## src/hw/rtl/hacf_pkg.sv

```systemverilog
`timescale 1ns / 1ps

package hacf_pkg;

    localparam logic [7:0] ASCII_HASH  = 8'h23;
    localparam logic [7:0] ASCII_CR    = 8'h0D;
    localparam logic [7:0] ASCII_QMARK = 8'h3F;
    localparam logic [7:0] ASCII_V     = 8'h56;
    localparam logic [7:0] ASCII_R     = 8'h52;
    localparam logic [7:0] ASCII_S     = 8'h53;
    localparam logic [7:0] ASCII_ZERO  = 8'h30;
    localparam logic [7:0] ASCII_A_M10 = 8'h37;

    localparam logic [15:0] CRC_POLY = 16'h1021;

    localparam logic [3:0] REPLY_LEN_QUERY = 4'd15;
    localparam logic [3:0] REPLY_LEN_SET   = 4'd12;

    localparam logic [4:0] BODY_LEN_QUERY = 5'd16;
    localparam logic [4:0] BODY_LEN_SET   = 5'd23;
    localparam logic [4:0] LAST_POS_QUERY = 5'd20;
    localparam logic [4:0] LAST_POS_SET   = 5'd27;

    localparam logic [7:0] INSTANCE_RESET = 8'd1;
    localparam logic       REG_INSTANCE   = 1'b0;

    typedef enum logic {
        ST_IDLE,
        ST_RUN
    } state_t;

    typedef struct packed {
        logic load;
        logic step;
    } dp_cmd_t;

    typedef struct packed {
        logic slot_free;
        logic at_last;
    } dp_status_t;

    function automatic logic [7:0] hex_char(input logic [3:0] nib);
        if (nib < 4'd10)
            hex_char = ASCII_ZERO + {4'd0, nib};
        else
            hex_char = ASCII_A_M10 + {4'd0, nib};
    endfunction

    function automatic logic [3:0] nib16(input logic [15:0] v, input logic [1:0] k);
        nib16 = v[{k, 2'b00} +: 4];
    endfunction

    function automatic logic [3:0] nib32(input logic [31:0] v, input logic [2:0] k);
        nib32 = v[{k, 2'b00} +: 4];
    endfunction

    // msb first, bitwise over one byte
    function automatic logic [15:0] crc_byte(input logic [15:0] crc, input logic [7:0] b);
        logic [15:0] c;
        c = crc ^ {b, 8'h00};
        for (int i = 0; i < 8; i++)
        begin
            if (c[15])
                c = {c[14:0], 1'b0} ^ CRC_POLY;
            else
                c = {c[14:0], 1'b0};
        end
        crc_byte = c;
    endfunction

    function automatic logic [7:0] frame_char(
        input logic        is_set,
        input logic [4:0]  p,
        input logic [7:0]  addr,
        input logic [15:0] seq,
        input logic [15:0] pid,
        input logic [7:0]  inst,
        input logic [31:0] val,
        input logic [15:0] crc
    );
        logic [7:0] b;
        b = ASCII_HASH;
        if (is_set)
        begin
            case (p) inside
                5'd0:            b = ASCII_HASH;
                5'd1:            b = hex_char(addr[7:4]);
                5'd2:            b = hex_char(addr[3:0]);
                [5'd3:5'd6]:     b = hex_char(nib16(seq, 2'(5'd6 - p)));
                5'd7:            b = ASCII_V;
                5'd8:            b = ASCII_S;
                [5'd9:5'd12]:    b = hex_char(nib16(pid, 2'(5'd12 - p)));
                5'd13:           b = hex_char(inst[7:4]);
                5'd14:           b = hex_char(inst[3:0]);
                [5'd15:5'd22]:   b = hex_char(nib32(val, 3'(5'd22 - p)));
                [5'd23:5'd26]:   b = hex_char(nib16(crc, 2'(5'd26 - p)));
                default:         b = ASCII_CR;
            endcase
        end
        else
        begin
            case (p) inside
                5'd0:            b = ASCII_HASH;
                5'd1:            b = hex_char(addr[7:4]);
                5'd2:            b = hex_char(addr[3:0]);
                [5'd3:5'd6]:     b = hex_char(nib16(seq, 2'(5'd6 - p)));
                5'd7:            b = ASCII_QMARK;
                5'd8:            b = ASCII_V;
                5'd9:            b = ASCII_R;
                [5'd10:5'd13]:   b = hex_char(nib16(pid, 2'(5'd13 - p)));
                5'd14:           b = hex_char(inst[7:4]);
                5'd15:           b = hex_char(inst[3:0]);
                [5'd16:5'd19]:   b = hex_char(nib16(crc, 2'(5'd19 - p)));
                default:         b = ASCII_CR;
            endcase
        end
        frame_char = b;
    endfunction

endpackage

```

## src/hw/rtl/hacf_ctrl.sv

```systemverilog
`timescale 1ns / 1ps

module hacf_ctrl
    import hacf_pkg::*;
(
    input  logic       clk,
    input  logic       rst_n,
    input  logic       in_valid,
    output logic       in_ready,
    output dp_cmd_t    cmd,
    input  dp_status_t status
);

    state_t state_reg;
    state_t state_next;

    always_ff @(posedge clk or negedge rst_n)
    begin
        if (!rst_n)
            state_reg <= ST_IDLE;
        else
            state_reg <= state_next;
    end

    always_comb
    begin
        state_next = state_reg;
        in_ready   = 1'b0;
        cmd        = '0;
        unique case (state_reg)
            ST_IDLE:
            begin
                in_ready = 1'b1;
                if (in_valid)
                begin
                    cmd.load   = 1'b1;
                    state_next = ST_RUN;
                end
            end
            ST_RUN:
            begin
                if (status.slot_free)
                begin
                    cmd.step = 1'b1;
                    if (status.at_last)
                        state_next = ST_IDLE;
                end
            end
            default:
                state_next = ST_IDLE;
        endcase
    end

endmodule

```

## src/hw/rtl/hacf_dp.sv

```systemverilog
`timescale 1ns / 1ps

module hacf_dp
    import hacf_pkg::*;
(
    input  logic        clk,
    input  logic        rst_n,
    input  dp_cmd_t     cmd,
    output dp_status_t  status,
    input  logic        cmd_in,
    input  logic [7:0]  addr_in,
    input  logic [15:0] pid_in,
    input  logic [31:0] val_in,
    input  logic [7:0]  instance_num,
    output logic        out_valid,
    input  logic        out_ready,
    output logic [7:0]  frame_byte,
    output logic        last_byte,
    output logic [3:0]  expected_reply_length,
    output logic [15:0] sequence_used
);

    logic        is_set_reg;
    logic [7:0]  addr_reg;
    logic [15:0] pid_reg;
    logic [31:0] val_reg;
    logic [15:0] seq_reg;
    logic [15:0] crc_reg;
    logic [4:0]  pos_reg;

    logic        out_valid_reg;
    logic [7:0]  byte_reg;
    logic        last_reg;
    logic [3:0]  reply_reg;
    logic [15:0] seq_out_reg;

    logic [7:0]  char_next;
    logic [4:0]  body_len;
    logic [4:0]  last_pos;

    assign body_len  = is_set_reg ? BODY_LEN_SET : BODY_LEN_QUERY;
    assign last_pos  = is_set_reg ? LAST_POS_SET : LAST_POS_QUERY;
    assign char_next = frame_char(is_set_reg, pos_reg, addr_reg, seq_reg, pid_reg,
                                  instance_num, val_reg, crc_reg);

    assign status.slot_free = !out_valid_reg || out_ready;
    assign status.at_last   = (pos_reg == last_pos);

    // request fields
    always_ff @(posedge clk)
    begin
        if (cmd.load)
        begin
            is_set_reg <= cmd_in;
            addr_reg   <= addr_in;
            pid_reg    <= pid_in;
            val_reg    <= val_in;
        end
    end

    always_ff @(posedge clk or negedge rst_n)
    begin
        if (!rst_n)
        begin
            seq_reg <= '0;
            crc_reg <= '0;
            pos_reg <= '0;
        end
        else if (cmd.load)
        begin
            seq_reg <= seq_reg + 16'd1;
            crc_reg <= '0;
            pos_reg <= '0;
        end
        else if (cmd.step)
        begin
            // crc runs over the body bytes as they are produced
            if (pos_reg < body_len)
                crc_reg <= crc_byte(crc_reg, char_next);
            pos_reg <= pos_reg + 5'd1;
        end
    end

    always_ff @(posedge clk or negedge rst_n)
    begin
        if (!rst_n)
            out_valid_reg <= 1'b0;
        else if (cmd.step)
            out_valid_reg <= 1'b1;
        else if (out_ready)
            out_valid_reg <= 1'b0;
    end

    // output slot keeps its own copy so a new request can load underneath
    always_ff @(posedge clk)
    begin
        if (cmd.step)
        begin
            byte_reg    <= char_next;
            last_reg    <= status.at_last;
            reply_reg   <= is_set_reg ? REPLY_LEN_SET : REPLY_LEN_QUERY;
            seq_out_reg <= seq_reg;
        end
    end

    assign out_valid             = out_valid_reg;
    assign frame_byte            = byte_reg;
    assign last_byte             = last_reg;
    assign expected_reply_length = reply_reg;
    assign sequence_used         = seq_out_reg;

endmodule

```

## src/hw/rtl/hex_ascii_command_framer_crc16_top.sv

```systemverilog
`timescale 1ns / 1ps

// ascii hex request framer with crc-16/xmodem
// input channel (in_valid/in_ready): one request per transfer, cmd selects
// read query (0) or set command (1), with address, parameter id and value.
// output channel (out_valid/out_ready): one frame byte per transfer, with
// last_byte on the closing carriage return; expected_reply_length and
// sequence_used accompany every byte of the frame.
// a request is taken only while no frame is being built; after the request
// transfer the sequencer enters its run state and registers the first byte
// into the output slot, then one byte per cycle unless the output stalls.
// a query frame has 21 bytes, a set frame 28.
// the crc is folded in one byte per cycle as the body bytes pass, unless stalled.
// a stalled receiver holds the current byte in the output register and the
// sequencer waits; the next request may be taken while the last byte waits.
// reset clears the sequence counter (first frame uses 1), empties the output
// and sets instance_number to 1. instance_number is written through the apb
// port at byte address 0.
module hex_ascii_command_framer_crc16_top
    import hacf_pkg::*;
(
    input  logic        clk,
    input  logic        rst_n,
    input  logic        psel,
    input  logic        penable,
    input  logic        pwrite,
    input  logic [2:0]  paddr,
    input  logic [31:0] pwdata,
    output logic [31:0] prdata,
    output logic        pready,
    input  logic        in_valid,
    output logic        in_ready,
    input  logic        cmd,
    input  logic [7:0]  device_address,
    input  logic [15:0] parameter_id,
    input  logic [31:0] set_value,
    output logic        out_valid,
    input  logic        out_ready,
    output logic [7:0]  frame_byte,
    output logic        last_byte,
    output logic [3:0]  expected_reply_length,
    output logic [15:0] sequence_used
);

    logic [7:0] instance_reg;
    dp_cmd_t    dp_cmd;
    dp_status_t dp_status;

    assign pready = 1'b1;

    always_ff @(posedge clk or negedge rst_n)
    begin
        if (!rst_n)
            instance_reg <= INSTANCE_RESET;
        else if (psel && penable && pwrite && pready && (paddr[2] == REG_INSTANCE))
            instance_reg <= pwdata[7:0];
    end

    assign prdata = (paddr[2] == REG_INSTANCE) ? {24'd0, instance_reg} : 32'd0;

    hacf_ctrl u_ctrl (
        .clk      (clk),
        .rst_n    (rst_n),
        .in_valid (in_valid),
        .in_ready (in_ready),
        .cmd      (dp_cmd),
        .status   (dp_status)
    );

    hacf_dp u_dp (
        .clk                   (clk),
        .rst_n                 (rst_n),
        .cmd                   (dp_cmd),
        .status                (dp_status),
        .cmd_in                (cmd),
        .addr_in               (device_address),
        .pid_in                (parameter_id),
        .val_in                (set_value),
        .instance_num          (instance_reg),
        .out_valid             (out_valid),
        .out_ready             (out_ready),
        .frame_byte            (frame_byte),
        .last_byte             (last_byte),
        .expected_reply_length (expected_reply_length),
        .sequence_used         (sequence_used)
    );

    a_busy_after_request: assert property (@(posedge clk) disable iff (!rst_n)
        in_valid && in_ready |=> !in_ready)
        else $error("request taken while a frame is still being built");

    a_last_is_cr: assert property (@(posedge clk) disable iff (!rst_n)
        out_valid && last_byte |-> frame_byte == ASCII_CR)
        else $error("last byte of frame is not a carriage return");

    a_reply_len: assert property (@(posedge clk) disable iff (!rst_n)
        out_valid |-> (expected_reply_length == REPLY_LEN_QUERY ||
                       expected_reply_length == REPLY_LEN_SET))
        else $error("reply length outside the two frame kinds");

endmodule

```

## config.mk

```make
export PLATFORM = sky130hd
export DESIGN_NAME = hex_ascii_command_framer_crc16_top
export DESIGN_NICKNAME = d
export VERILOG_FILES = /design/src/hw/rtl/hacf_pkg.sv /design/src/hw/rtl/hacf_ctrl.sv /design/src/hw/rtl/hacf_dp.sv /design/src/hw/rtl/hex_ascii_command_framer_crc16_top.sv
export SDC_FILE = /design/constraint.sdc
export NUM_CORES = 1
export LEC_CHECK = 0
export ABC_AREA = 1
export BUFFER_PORTS_ARGS = -buffer_cell sky130_fd_sc_hd__buf_2
export CAP_MARGIN = 20
export CORE_MARGIN = 4
export CORE_UTILIZATION = 25
export DETAILED_ROUTE_END_ITERATION = 12
export PLACE_DENSITY = 0.52
export SLEW_MARGIN = 5
export SYNTH_ARGS = -nofsm -noshare
export SYNTH_HDL_FRONTEND = slang
export SYNTH_SLANG_ARGS = --single-unit
```

## constraint.sdc

```tcl
create_clock -name clk -period 4.6 [get_ports clk]
set_clock_uncertainty 0.15 [all_clocks]
set_input_delay 0.46 -clock clk [delete_from_list [all_inputs] [get_ports clk]]
set_output_delay 0.46 -clock clk [all_outputs]
set_load 0.005 [all_outputs]
```

==> impl_metrics.csv, run 1 <==
group,metric,value,unit
floorplan,fp-row-count,65,
cells_and_area,post-route-util,30.0,%
cts,ctsHtreeMaxLevel,4,
cells_and_area,largest_reg_flops,32,
route,vias_per_cell,4.42,
setup_path,worstPathMaxFanout,15,
cts,cts.path.max_buffers,2,
route,drc_errors,0,
setup_path,worstSetupPathType,"register to register",
cells_and_area,syn2layout_area_growth,17.6,%
pwr,clockPowerShare,17.2,%
pwr,peakVddDrop,0.280,mV
yosys,synth-seq-cells,129,
timing,tightest_slew,0.660,ns
grt,busiest_layer,"met2",
grt,grtUsageMet3,3.00,%
setup_path,crit_path_start_kind,"register",
grt,grt_max_degree,48,
route,final_antenna_net_count,0,
yosys,synth_edf_count,82,
outcome,violations,"hold timing",
placed_design,io_buffers,108,
timing,hold_slack,-0.00294,ns
timing,slew_viol_final,0,
pwr,swShare,50.4,%
grt,grtUsageMet1,17.0,%
timing,maxSlewHeadroom,56.0,%
pwr,p_leak,4.51,nW
pwr,p_sw,3.58,mW
yosys,synthDistinctLibCells,56,
setup_path,arrival,3.94,ns
cells_and_area,drive_above_1_share,19.3,%
floorplan,die_h,188,µm
setup_path,cp_num_buf_inv,3,
cells_and_area,nNetsFinal,1248,
route,vias,6965,
cells_and_area,antenna_cells,0,
pwr,comb_power_share,59.2,%
yosys,synth-main-ff-cell,"edfxtp_1",
timing,fin_crit_sh,82.1,%
floorplan,initial_core_util,25.5,%
setup_path,end_kind,"register",
route,drtIter0Drc,449,
floorplan,die_area,0.0355,mm²
pwr,seqPwrFrac,23.5,%
timing,max_freq,265,MHz
hold_path,hp-class,"primary input to asynchronous set/reset pin",
cts,hold_buffers,0,
setup_path,slowest_stage,"dfrtp_2",
setup_path,crit_family,"simple AND/OR/NAND/NOR gates",
placed_design,hpwlAfterDp,17000,µm
cts,postCtsSetupRepairBufs,0,
floorplan,coreArea,0.0319,mm²
timing,rsz0062_at_grt,"false",
grt,grt_use_met2,19.7,%
cts,worstSkewPairLatency,0.43,ns
yosys,synth.largest_area_cell,"edfxtp_1",
timing,finalSetupTns,0,ns
yosys,netlist_instances,1016,
grt,grt_pass1_wl,35400,µm
timing,period_minus_slack,3.78,ns
job,max_cap_viol_count,0,
floorplan,die_w,188,µm
yosys,seq_area_frac_synth,44.7,%
setup_path,critPathMaxStageDelay,0.42,ns
route,drt-total-wl,22200,µm
cts,cts_made_buffers,17,
floorplan,io_pins,163,
yosys,synth_warnings,0,
cts,tritoncts,"done",
grt,grt_pass1_vias,6654,
yosys,synth_top_area_share,30.2,%
grt,antenna_found_initial,2,
setup_path,path_common_cell,"nand2_1",
route,routedWlPerCell,14.1,µm
placed_design,gp_congestion,0.883,
yosys,synth_async_sr_flop_share,36.4,%
yosys,yosys-top-cells-area,"edfxtp_1 30%, dfrtp_1 14%, nand2_1 12%, nand3_1 6.1%, inv_1 5.5%",
pwr,intPower,3.53,mW
pwr,cellPowerDensity,743,mW/mm²
grt,overflow,0,
cts,cts_resized,0,
cts,clock_sinks,129,
timing,finalSetupViolCount,0,
yosys,syn_area,0.00814,mm²
yosys,syn_area_per_cell,8.01,µm²
cts,cts_root_buffer,"clkbuf_16",
grt,track_usage,12.5,%
outcome,status,"complete, but fails checks",
setup_path,worstPathRequired,4.76,ns
route,dr.pass1.iters,8,
cts,cts.clk_slew.worst_paths,0.05,ns
timing,hold_viol_final,2,
==> final timing paths <==
check / startpoint / end / slack (ns) / cells after the start
max: u_dp.pos_reg[0] / u_dp.crc_reg[7] / 0.82 / 28
min: rst_n / u_dp.out_valid / -0.003 / 2
max reg2reg: u_dp.pos_reg[0] / u_dp.crc_reg[7] / 0.82 / 28
min reg2reg: u_dp.seq_reg[8] / u_dp.sequence_used[8] / 0.32 / 0
max in group asynchronous: rst_n / u_dp.pos_reg[0] / 3.83 / 2
min in group clk: set_value[19] / u_dp.val_reg[19] / 0.05 / 1
==> power by group through the flow <==
| stage | logic, mW | clock network [mW] | registers [mW] |
|---|---|---|---|
| final | 4.21 | 1.23 | 1.67 |
| after global routing | 4.79 | 1.32 | 1.70 |
| after CTS | 4.22 | 1.27 | 1.67 |
| after detailed placement | 4.20 | 0 | 1.69 |
| after global placement | 4.16 | 0 | 1.69 |
| after floorplan | 3.19 | 0 | 1.62 |
==> layer usage <==
metal / up-vias / wire, µm / share of wire, %
met5: - / 20 / 0.090
met3: 23 / 1290 / 5.8
met4: 4 / 393 / 1.8
met1: 3210 / 10500 / 47
met2: 185 / 10000 / 45
li1: 3543 / - / -
==> cell usage in the layout, fill, tap and decap left out, types with 3 or more instances in the layout <==
| cell type | count |
|---|---|
| nand2_2 | 25 |
| dfrtp_1 | 45 |
| xnor2_1 | 7 |
| conb_1 | 28 |
| buf_4 | 16 |
| inv_6 | 4 |
| nand3_1 | 100 |
| edfxtp_1 | 82 |
| a211oi_1 | 3 |
| nor2_2 | 3 |
| inv_2 | 14 |
| nor2_1 | 77 |
| nand3_2 | 4 |
| o21ai_1 | 18 |
| nand4_1 | 7 |
| nor3_1 | 6 |
| xor2_1 | 12 |
| nand2_1 | 253 |
| o211ai_1 | 7 |
| o21ai_0 | 46 |
| nor2_4 | 4 |
| a21oi_1 | 59 |
| inv_1 | 118 |
| a31oi_1 | 6 |
| clkinvlp_4 | 6 |
| buf_2 | 108 |
| nor4_1 | 3 |
| clkbuf_16 | 17 |
| ha_1 | 20 |
| o22ai_1 | 7 |
==> synthesized netlist by cell type (7+ instances only) <==
library cell and count:
nand2_1 253, o21ai_1 18, ha_1 20, nand2_2 25
inv_2 13, o21ai_0 46, o211ai_1 7, dfrtp_1 46
edfxtp_1 82, buf_4 34, nor2_1 77, a21oi_1 59
xor2_1 12, nand4_1 7, xnor2_1 7, buf_2 9
nand3_1 100, inv_1 119, o22ai_1 7
==> metrics by stage <==
stage / power, mW / cells / setup slack, ns / cell area, µm²
2_1_floorplan: 4.81 / 1042 / 1.20 / 8240
3_3_place_gp: 5.86 / 1545 / 0.845 / 9030
3_5_place_dp: 5.89 / 1545 / 0.848 / 9030
4_1_cts: 7.16 / 1577 / 0.828 / 9570
5_1_grt: 7.81 / 1577 / 0.430 / 9570
6_report: 7.11 / 1577 / 0.823 / 9570
==> final cells by class <==
| type | count | area (µm²) |
|---|---|---|
| fill | 3439 | 22300 |
| multi-input combinational | 724 | 3690 |
| sequential | 129 | 3640 |
| timing repair buffer | 124 | 661 |
| tap | 435 | 544 |
| inverter | 133 | 502 |
| clock buffer | 17 | 425 |
| clock inverter | 15 | 111 |
==> worst reg2reg max path: cells and delay by family, from the launching register on <==
kind,cells,cell delay (ns)
flip-flops,1,0.42
buffers and inverters,3,0.72
adder cells (fa/ha/maj),2,0.51
AO/OA/AOI/OAI,3,0.29
AND/OR/NAND/NOR,20,1.60
==> cells by family after synthesis <==
kind of cell,after synthesis,synth area share [%]
simple gates,490,26.7
fa+ha+maj,20,3.07
buf+inv,189,11.2
xor+xnor,21,2.44
other cells,2,0.0922
compound gates,165,11.8
flops,129,44.7
Note: power is estimated with default switching activity, not from simulation.
==> run 2, diff against run 1 <==
--- a/config.mk
+++ b/config.mk
@@ -11,7 +11,7 @@
 export CORE_MARGIN = 4
 export CORE_UTILIZATION = 25
 export DETAILED_ROUTE_END_ITERATION = 12
-export PLACE_DENSITY = 0.52
+export PLACE_DENSITY = 0.53
 export SLEW_MARGIN = 5
 export SYNTH_ARGS = -nofsm -noshare
 export SYNTH_HDL_FRONTEND = slang
==> constraint.sdc (replaced) <==
create_clock -name clk -period 3.2 [get_ports clk]
set_clock_uncertainty 0.15 [all_clocks]
set_input_delay 0.32 -clock clk [delete_from_list [all_inputs] [get_ports clk]]
set_output_delay 0.32 -clock clk [all_outputs]
set_load 0.005 [all_outputs]
==> run 2 against run 1 <==
  * The run ends with setup timing left
  * Clock power up 62%
  * Power rose by 97%
  * Die area stayed put
  * Count of clock-buffer cells in the layout up 1
  * Register-to-register slack got worse by 0.97 ns
  * Maximum frequency rose by 13%
  * Flip-flop and latch count unchanged
==> impl_metrics.csv, run 2 (same netlist as run 1, synthesis figures left out) <==
group,metric,value,unit
cells_and_area,largest_reg_flops,32,
cells_and_area,layout_commonest_cell,"nand2_1",
route,vias,7705,
route,final_antenna_net_count,0,
timing,rsz0062_at_grt,"true",
cts,ctsHtreeMaxLevel,4,
cts,worstSkewPairLatency,0.42,ns
outcome,violations,"setup timing",
setup_path,slowest_stage,"dfrtp_2",
hold_path,hp-class,"primary input to register",
setup_path,worstPathRequired,3.36,ns
grt,grt_pass1_wl,39200,µm
route,dr.pass1.iters,6,
setup_path,crit_path_start_kind,"register",
cts,cts_root_buffer,"clkbuf_16",
route,drtIter0Drc,409,
timing,hold_slack,0.0172,ns
timing,fin_crit_sh,105,%
setup_path,path_common_cell,"nand2_1",
job,max_cap_viol_count,0,
cts,tritoncts,"done",
timing,max_freq,298,MHz
pwr,peakVddDrop,0.512,mV
floorplan,initial_core_util,25.5,%
placed_design,post-place-ws,-0.267,ns
route,routedWlPerCell,14.1,µm
setup_path,cp_num_buf_inv,6,
setup_path,end_kind,"register",
cells_and_area,syn2layout_area_growth,45.7,%
route,drt-total-wl,24800,µm
timing,period_minus_slack,3.35,ns
grt,overflow,0,
grt,grt_max_degree,43,
placed_design,gp_congestion,0.888,
cells_and_area,final_area,0.0119,mm²
floorplan,die_w,188,µm
route,drc_errors,0,
pwr,p_leak,5.57,nW
outcome,status,"complete, but fails checks",
setup_path,crit_family,"simple AND/OR/NAND/NOR gates",
cells_and_area,nNetsFinal,1432,
timing,slew_viol_final,0,
placed_design,io_buffers,108,
setup_path,worstSetupPathType,"register to register",
setup_path,worstPathMaxFanout,4,
cells_and_area,drive_above_1_share,33.7,%
timing,fin_ws,-0.152,ns
pwr,cellPowerDensity,1180,mW/mm²
cells_and_area,antenna_cells,0,
cells_and_area,nFillCells,3246,
floorplan,die_h,188,µm
floorplan,io_pins,163,
setup_path,critPathMaxStageDelay,0.43,ns
cts,cts_made_buffers,17,
placed_design,dpl_cell_area,0.00980,mm²
timing,maxSlewHeadroom,51.5,%
placed_design,hpwlAfterDp,18100,µm
grt,antenna_found_initial,0,
setup_path,arrival,3.51,ns
timing,tightest_slew,0.723,ns
grt,track_usage,13.7,%
grt,grt_pass1_vias,7499,
cts,clock_sinks,129,
timing,finalSetupViolCount,12,
cells_and_area,final_cell_mix,"207 x nand2_1, 115 x inv_1, 111 x buf_4, 108 x buf_2, 82 x edfxtp_1",
route,vias_per_cell,4.38,
floorplan,fp-row-count,65,
floorplan,coreArea,0.0319,mm²
cts,cts.clk_slew.worst_paths,0.06,ns
floorplan,die_area,0.0355,mm²
timing,hold_viol_final,0,
cts,cts.path.max_buffers,2,
## run 2: cell count changes in the layout (fill, tap and decap cells not counted), moves of 6 or more
cell,previous run,this run
buf_4,16,111
buf_6,0,22
dlygate4sd3_1,0,63
ha_1,20,13
nand2_1,253,207
nand2_2,25,44
nand2_4,2,29
nand3_1,100,76
nand3_2,4,23
nor2_1,77,69
nor2_2,3,9
o21ai_0,46,36
o21ai_1,18,24
## run 2: stage by stage
step | total power [mW] | setup TNS (ns) | cells | utilization (%)
floorplan | 6.97 | 0 | 1042 | -
detailed placement | 9.77 | -3.16 | 1641 | 30.7
global route | 15.2 | -4.66 | 1761 | 37.2
CTS | 12.8 | -0.732 | 1749 | 35.7
global placement | 9.70 | -2.42 | 1641 | 30.7
finish | 14.0 | -0.780 | 1761 | 37.2
## run 2: path summary, 6_finish.rpt
| path | startpoint | endpoint | slack [ns] | depth (start not counted) |
|---|---|---|---|---|
| worst max-delay path | u_dp.pos_reg[0] | u_dp.crc_reg[7] | -0.15 | 29 |
| worst min-delay path | pwdata[5] | instance_reg[5] | 0.02 | 3 |
| worst max register to register | u_dp.pos_reg[0] | u_dp.crc_reg[7] | -0.15 | 29 |
| worst min register to register | u_dp.seq_reg[8] | u_dp.sequence_used[8] | 0.33 | 0 |
| max in group asynchronous | rst_n | instance_reg[0] | 1.74 | 3 |
| min in group asynchronous | rst_n | u_dp.out_valid | 0.33 | 2 |
## run 2: final cells by class
cell class              instances  area (µm²)  share of cell area [%]
clock inverters                14         158                    1.33
repair buffers                308        2320                    19.5
multi-input cells             724        4250                    35.8
flip-flops and latches        129        3640                    30.7
inverters                     133         512                    4.31
clock buffers                  18         439                    3.70
well taps                     435         544                    4.59
## run 2: tightest hold or removal path, delay by kind of cell
| kind | cells | cell delay (ns) |
|---|---|---|
| simple gates | 1 | 0.03 |
| compound gates | 1 | 0.11 |
| buf+inv | 1 | 0.08 |
## run 2: where the power goes
group | switching, mW | internal (mW)
sequential | 0.265 | 2.12
combinational | 5.44 | 4.22
clock | 0.808 | 1.18
## run 2: layer usage
layer  part of all wire (%)  vias up  global-route usage [%]
met4                    1.9        0                    4.32
li1                       -     3902                       -
met2                     47      212                    22.6
met5                      0        -                       0
met1                     46     3561                    18.5
met3                    5.0       30                    2.30
## run 2: timing repair
action / in CTS / in global routing
gates resized for setup: 74 / 103
hold endpoints to repair: 88 / 0
hold buffers: 63 / 0
buffers inserted: 14 / 14
setup endpoints to repair: 20 / 23
pin swaps: 48 / 38
==> run 3, diff against run 2 <==
--- a/config.mk
+++ b/config.mk
@@ -9,9 +9,10 @@
 export BUFFER_PORTS_ARGS = -buffer_cell sky130_fd_sc_hd__buf_2
 export CAP_MARGIN = 20
 export CORE_MARGIN = 4
-export CORE_UTILIZATION = 25
+export CORE_UTILIZATION = 51
 export DETAILED_ROUTE_END_ITERATION = 12
-export PLACE_DENSITY = 0.53
+export PLACE_DENSITY = 0.87
+export REMOVE_ABC_BUFFERS = 1
 export SLEW_MARGIN = 5
 export SYNTH_ARGS = -nofsm -noshare
 export SYNTH_HDL_FRONTEND = slang
==> run 3 against run 2 <==
  * Utilization grew 36 points
  * Sequential share of layout area increased by 1.3 points
  * Die area down 49%
  * The flow still finishes with violations (setup timing)
  * Critical endpoint is now u_dp.crc_reg[14]
  * Wire length grew 14%
  * Count of clock-buffer cells in the layout is 1 lower
  * Largest cell class unchanged
==> impl_metrics.csv, run 3 (same netlist as run 1, synthesis figures left out) <==
group,metric,value,unit
setup_path,r2r_start,"u_dp.pos_reg[1]",
setup_path,worstPathRequired,3.38,ns
pwr,power.total,14.0,mW
timing,hold_viol_final,0,
setup_path,path_common_cell,"nand2_2",
cells_and_area,drive_above_1_share,31.7,%
route,dr.pass1.iters,6,
cts,ctsHtreeMaxLevel,4,
cells_and_area,nFillCells,1040,
placed_design,io_buffers,108,
cells_and_area,syn2layout_area_growth,39.6,%
pwr,swShare,48.5,%
job,max_cap_viol_count,0,
setup_path,slowest_stage,"dfrtp_1",
timing,rsz0062_at_grt,"true",
cts,worstSkewPairLatency,0.44,ns
cts,cts_root_buffer,"clkbuf_16",
floorplan,io_pins,163,
pwr,comb_power_share,68.0,%
route,drc_errors,0,
floorplan,fp-row-count,45,
hold_path,worstHoldStart,"pwdata[2]",
pwr,p_sw,6.79,mW
pwr,peakVddDrop,0.572,mV
grt,grt_pass1_vias,7945,
pwr,cellPowerDensity,1230,mW/mm²
setup_path,worstSetupPathType,"register to register",
pwr,p_leak,5.45,nW
setup_path,end_kind,"register",
setup_path,arrival,3.65,ns
pwr,seqPwrFrac,17.2,%
timing,fin_ws,-0.270,ns
setup_path,crit_path_start_kind,"register",
setup_path,r2r_cells,29,
setup_path,worstPathMaxFanout,7,
grt,grt_max_degree,58,
timing,finalSetupViolCount,12,
hold_path,worstHoldEndpoint,"instance_reg[2]",
timing,slew_viol_final,0,
cells_and_area,final_cell_mix,"207 x nand2_1, 116 x inv_1, 109 x buf_2, 91 x buf_4, 87 x nand3_1",
grt,antenna_found_initial,0,
timing,maxSlewHeadroom,52.3,%
placed_design,post-place-ws,-0.123,ns
timing,fin_crit_sh,108,%
cells_and_area,final_area,0.0114,mm²
setup_path,reg2reg_to,"u_dp.crc_reg[14]",
floorplan,initial_core_util,52.8,%
grt,overflow,0,
pwr,clockPowerShare,14.8,%
route,vias_per_cell,5.57,
route,drt-total-wl,28300,µm
grt,grt_pass1_wl,39700,µm
cts,cts.clk_slew.worst_paths,0.07,ns
timing,max_freq,288,MHz
floorplan,die_area,0.0180,mm²
timing,tightest_slew,0.714,ns
cells_and_area,multi_input_area,0.00418,mm²
hold_path,hp-class,"primary input to register",
outcome,status,"complete, but fails checks",
setup_path,r2r_setup_slack,-0.27,ns
placed_design,dpl_cell_area,0.00928,mm²
cells_and_area,largest_reg_flops,32,
placed_design,gp_congestion,0.954,
route,routedWlPerCell,18.8,µm
floorplan,die_w,134,µm
hold_path,hold_depth,3,
floorplan,coreArea,0.0154,mm²
cells_and_area,regArea,0.00364,mm²
cells_and_area,nNetsFinal,1406,
grt,track_usage,27.9,%
cells_and_area,antenna_cells,0,
setup_path,cp_num_buf_inv,3,
cells_and_area,layout_commonest_cell,"nand2_1",
placed_design,hpwlAfterDp,15800,µm
setup_path,crit_family,"simple AND/OR/NAND/NOR gates",
cts,cts_made_buffers,17,
route,drtIter0Drc,948,
cts,tritoncts,"done",
floorplan,die_h,134,µm
route,final_antenna_net_count,0,
outcome,violations,"setup timing",
timing,period_minus_slack,3.47,ns
route,vias,8416,
cts,clock_sinks,129,
pwr,intPower,7.20,mW
cts,cts.path.max_buffers,2,
setup_path,critPathMaxStageDelay,0.41,ns
==> run 3: cell type report <==
cell class | instances | area share, %
Multi-Input combinational cell | 724 | 36.7
Sequential cell | 129 | 32.0
Timing Repair Buffer | 282 | 19.0
Inverter | 133 | 4.48
Clock buffer | 17 | 3.74
Tap cell | 211 | 2.32
Clock inverter | 15 | 1.69
==> run 3: how the worst max path moves through the flow <==
stage | slack (ns) | to | from | cells after the start
after detailed placement | -0.12 | u_dp.crc_reg[14] | u_dp.pos_reg[1] | 29
after global routing | -0.44 | u_dp.crc_reg[14] | u_dp.pos_reg[1] | 29
after floorplan | -1.85 | u_dp.crc_reg[7] | u_dp.pos_reg[0] | 28
final | -0.27 | u_dp.crc_reg[14] | u_dp.pos_reg[1] | 29
after global placement | -0.02 | u_dp.crc_reg[7] | u_dp.pos_reg[0] | 29
after CTS | -0.0009 | u_dp.crc_reg[7] | u_dp.pos_reg[1] | 29
==> run 3: what timing repair did <==
action                                  CTS  global route
pin swaps                                30            50
buffers inserted                         10            19
resized for setup                        38           119
hold buffers                             63             0
cloned                                    1             1
endpoints found under the setup margin   15            22
hold endpoints to repair                107             0
==> run 3: stage by stage <==
step	utilization (%)	hold slack, ns	cells	TNS (ns)
2_1_floorplan	-	-0.126	986	-37.63
3_3_place_gp	60.2	0.305	1386	-0.0442
3_5_place_dp	60.2	0.310	1386	-0.669
4_1_cts	69.8	0.00302	1492	-0.000935
5_1_grt	73.7	0.0145	1511	-4.72
6_report	73.7	0.0104	1511	-1.91
==> run 3: tightest hold or removal path: cells and delay by family <==
| family | cells | cell delay [ns] |
|---|---|---|
| buffers and inverters | 1 | 0.07 |
| AND/OR/NAND/NOR | 1 | 0.03 |
| AO/OA/AOI/OAI | 1 | 0.11 |
==> run 3: metal layers <==
layer | vias up | wire (µm) | track usage, % | share of wire [%]
li1 | 3852 | - | - | -
met1 | 3906 | 10600 | 34.1 | 38
met3 | 122 | 2520 | 5.74 | 8.9
met2 | 536 | 13700 | 47.6 | 48
met4 | 0 | 1520 | 12.4 | 5.4
met5 | - | 0 | 0 | 0
==> run 3: power by group through the flow <==
stage / Combinational, mW / Clock, mW / Sequential [mW]
final: 9.51 / 2.07 / 2.41
after global routing: 10.2 / 2.14 / 2.43
after CTS: 7.66 / 2.04 / 2.37
after detailed placement: 6.93 / 0 / 2.40
after global placement: 6.76 / 0 / 2.39
after floorplan: 4.27 / 0 / 2.44
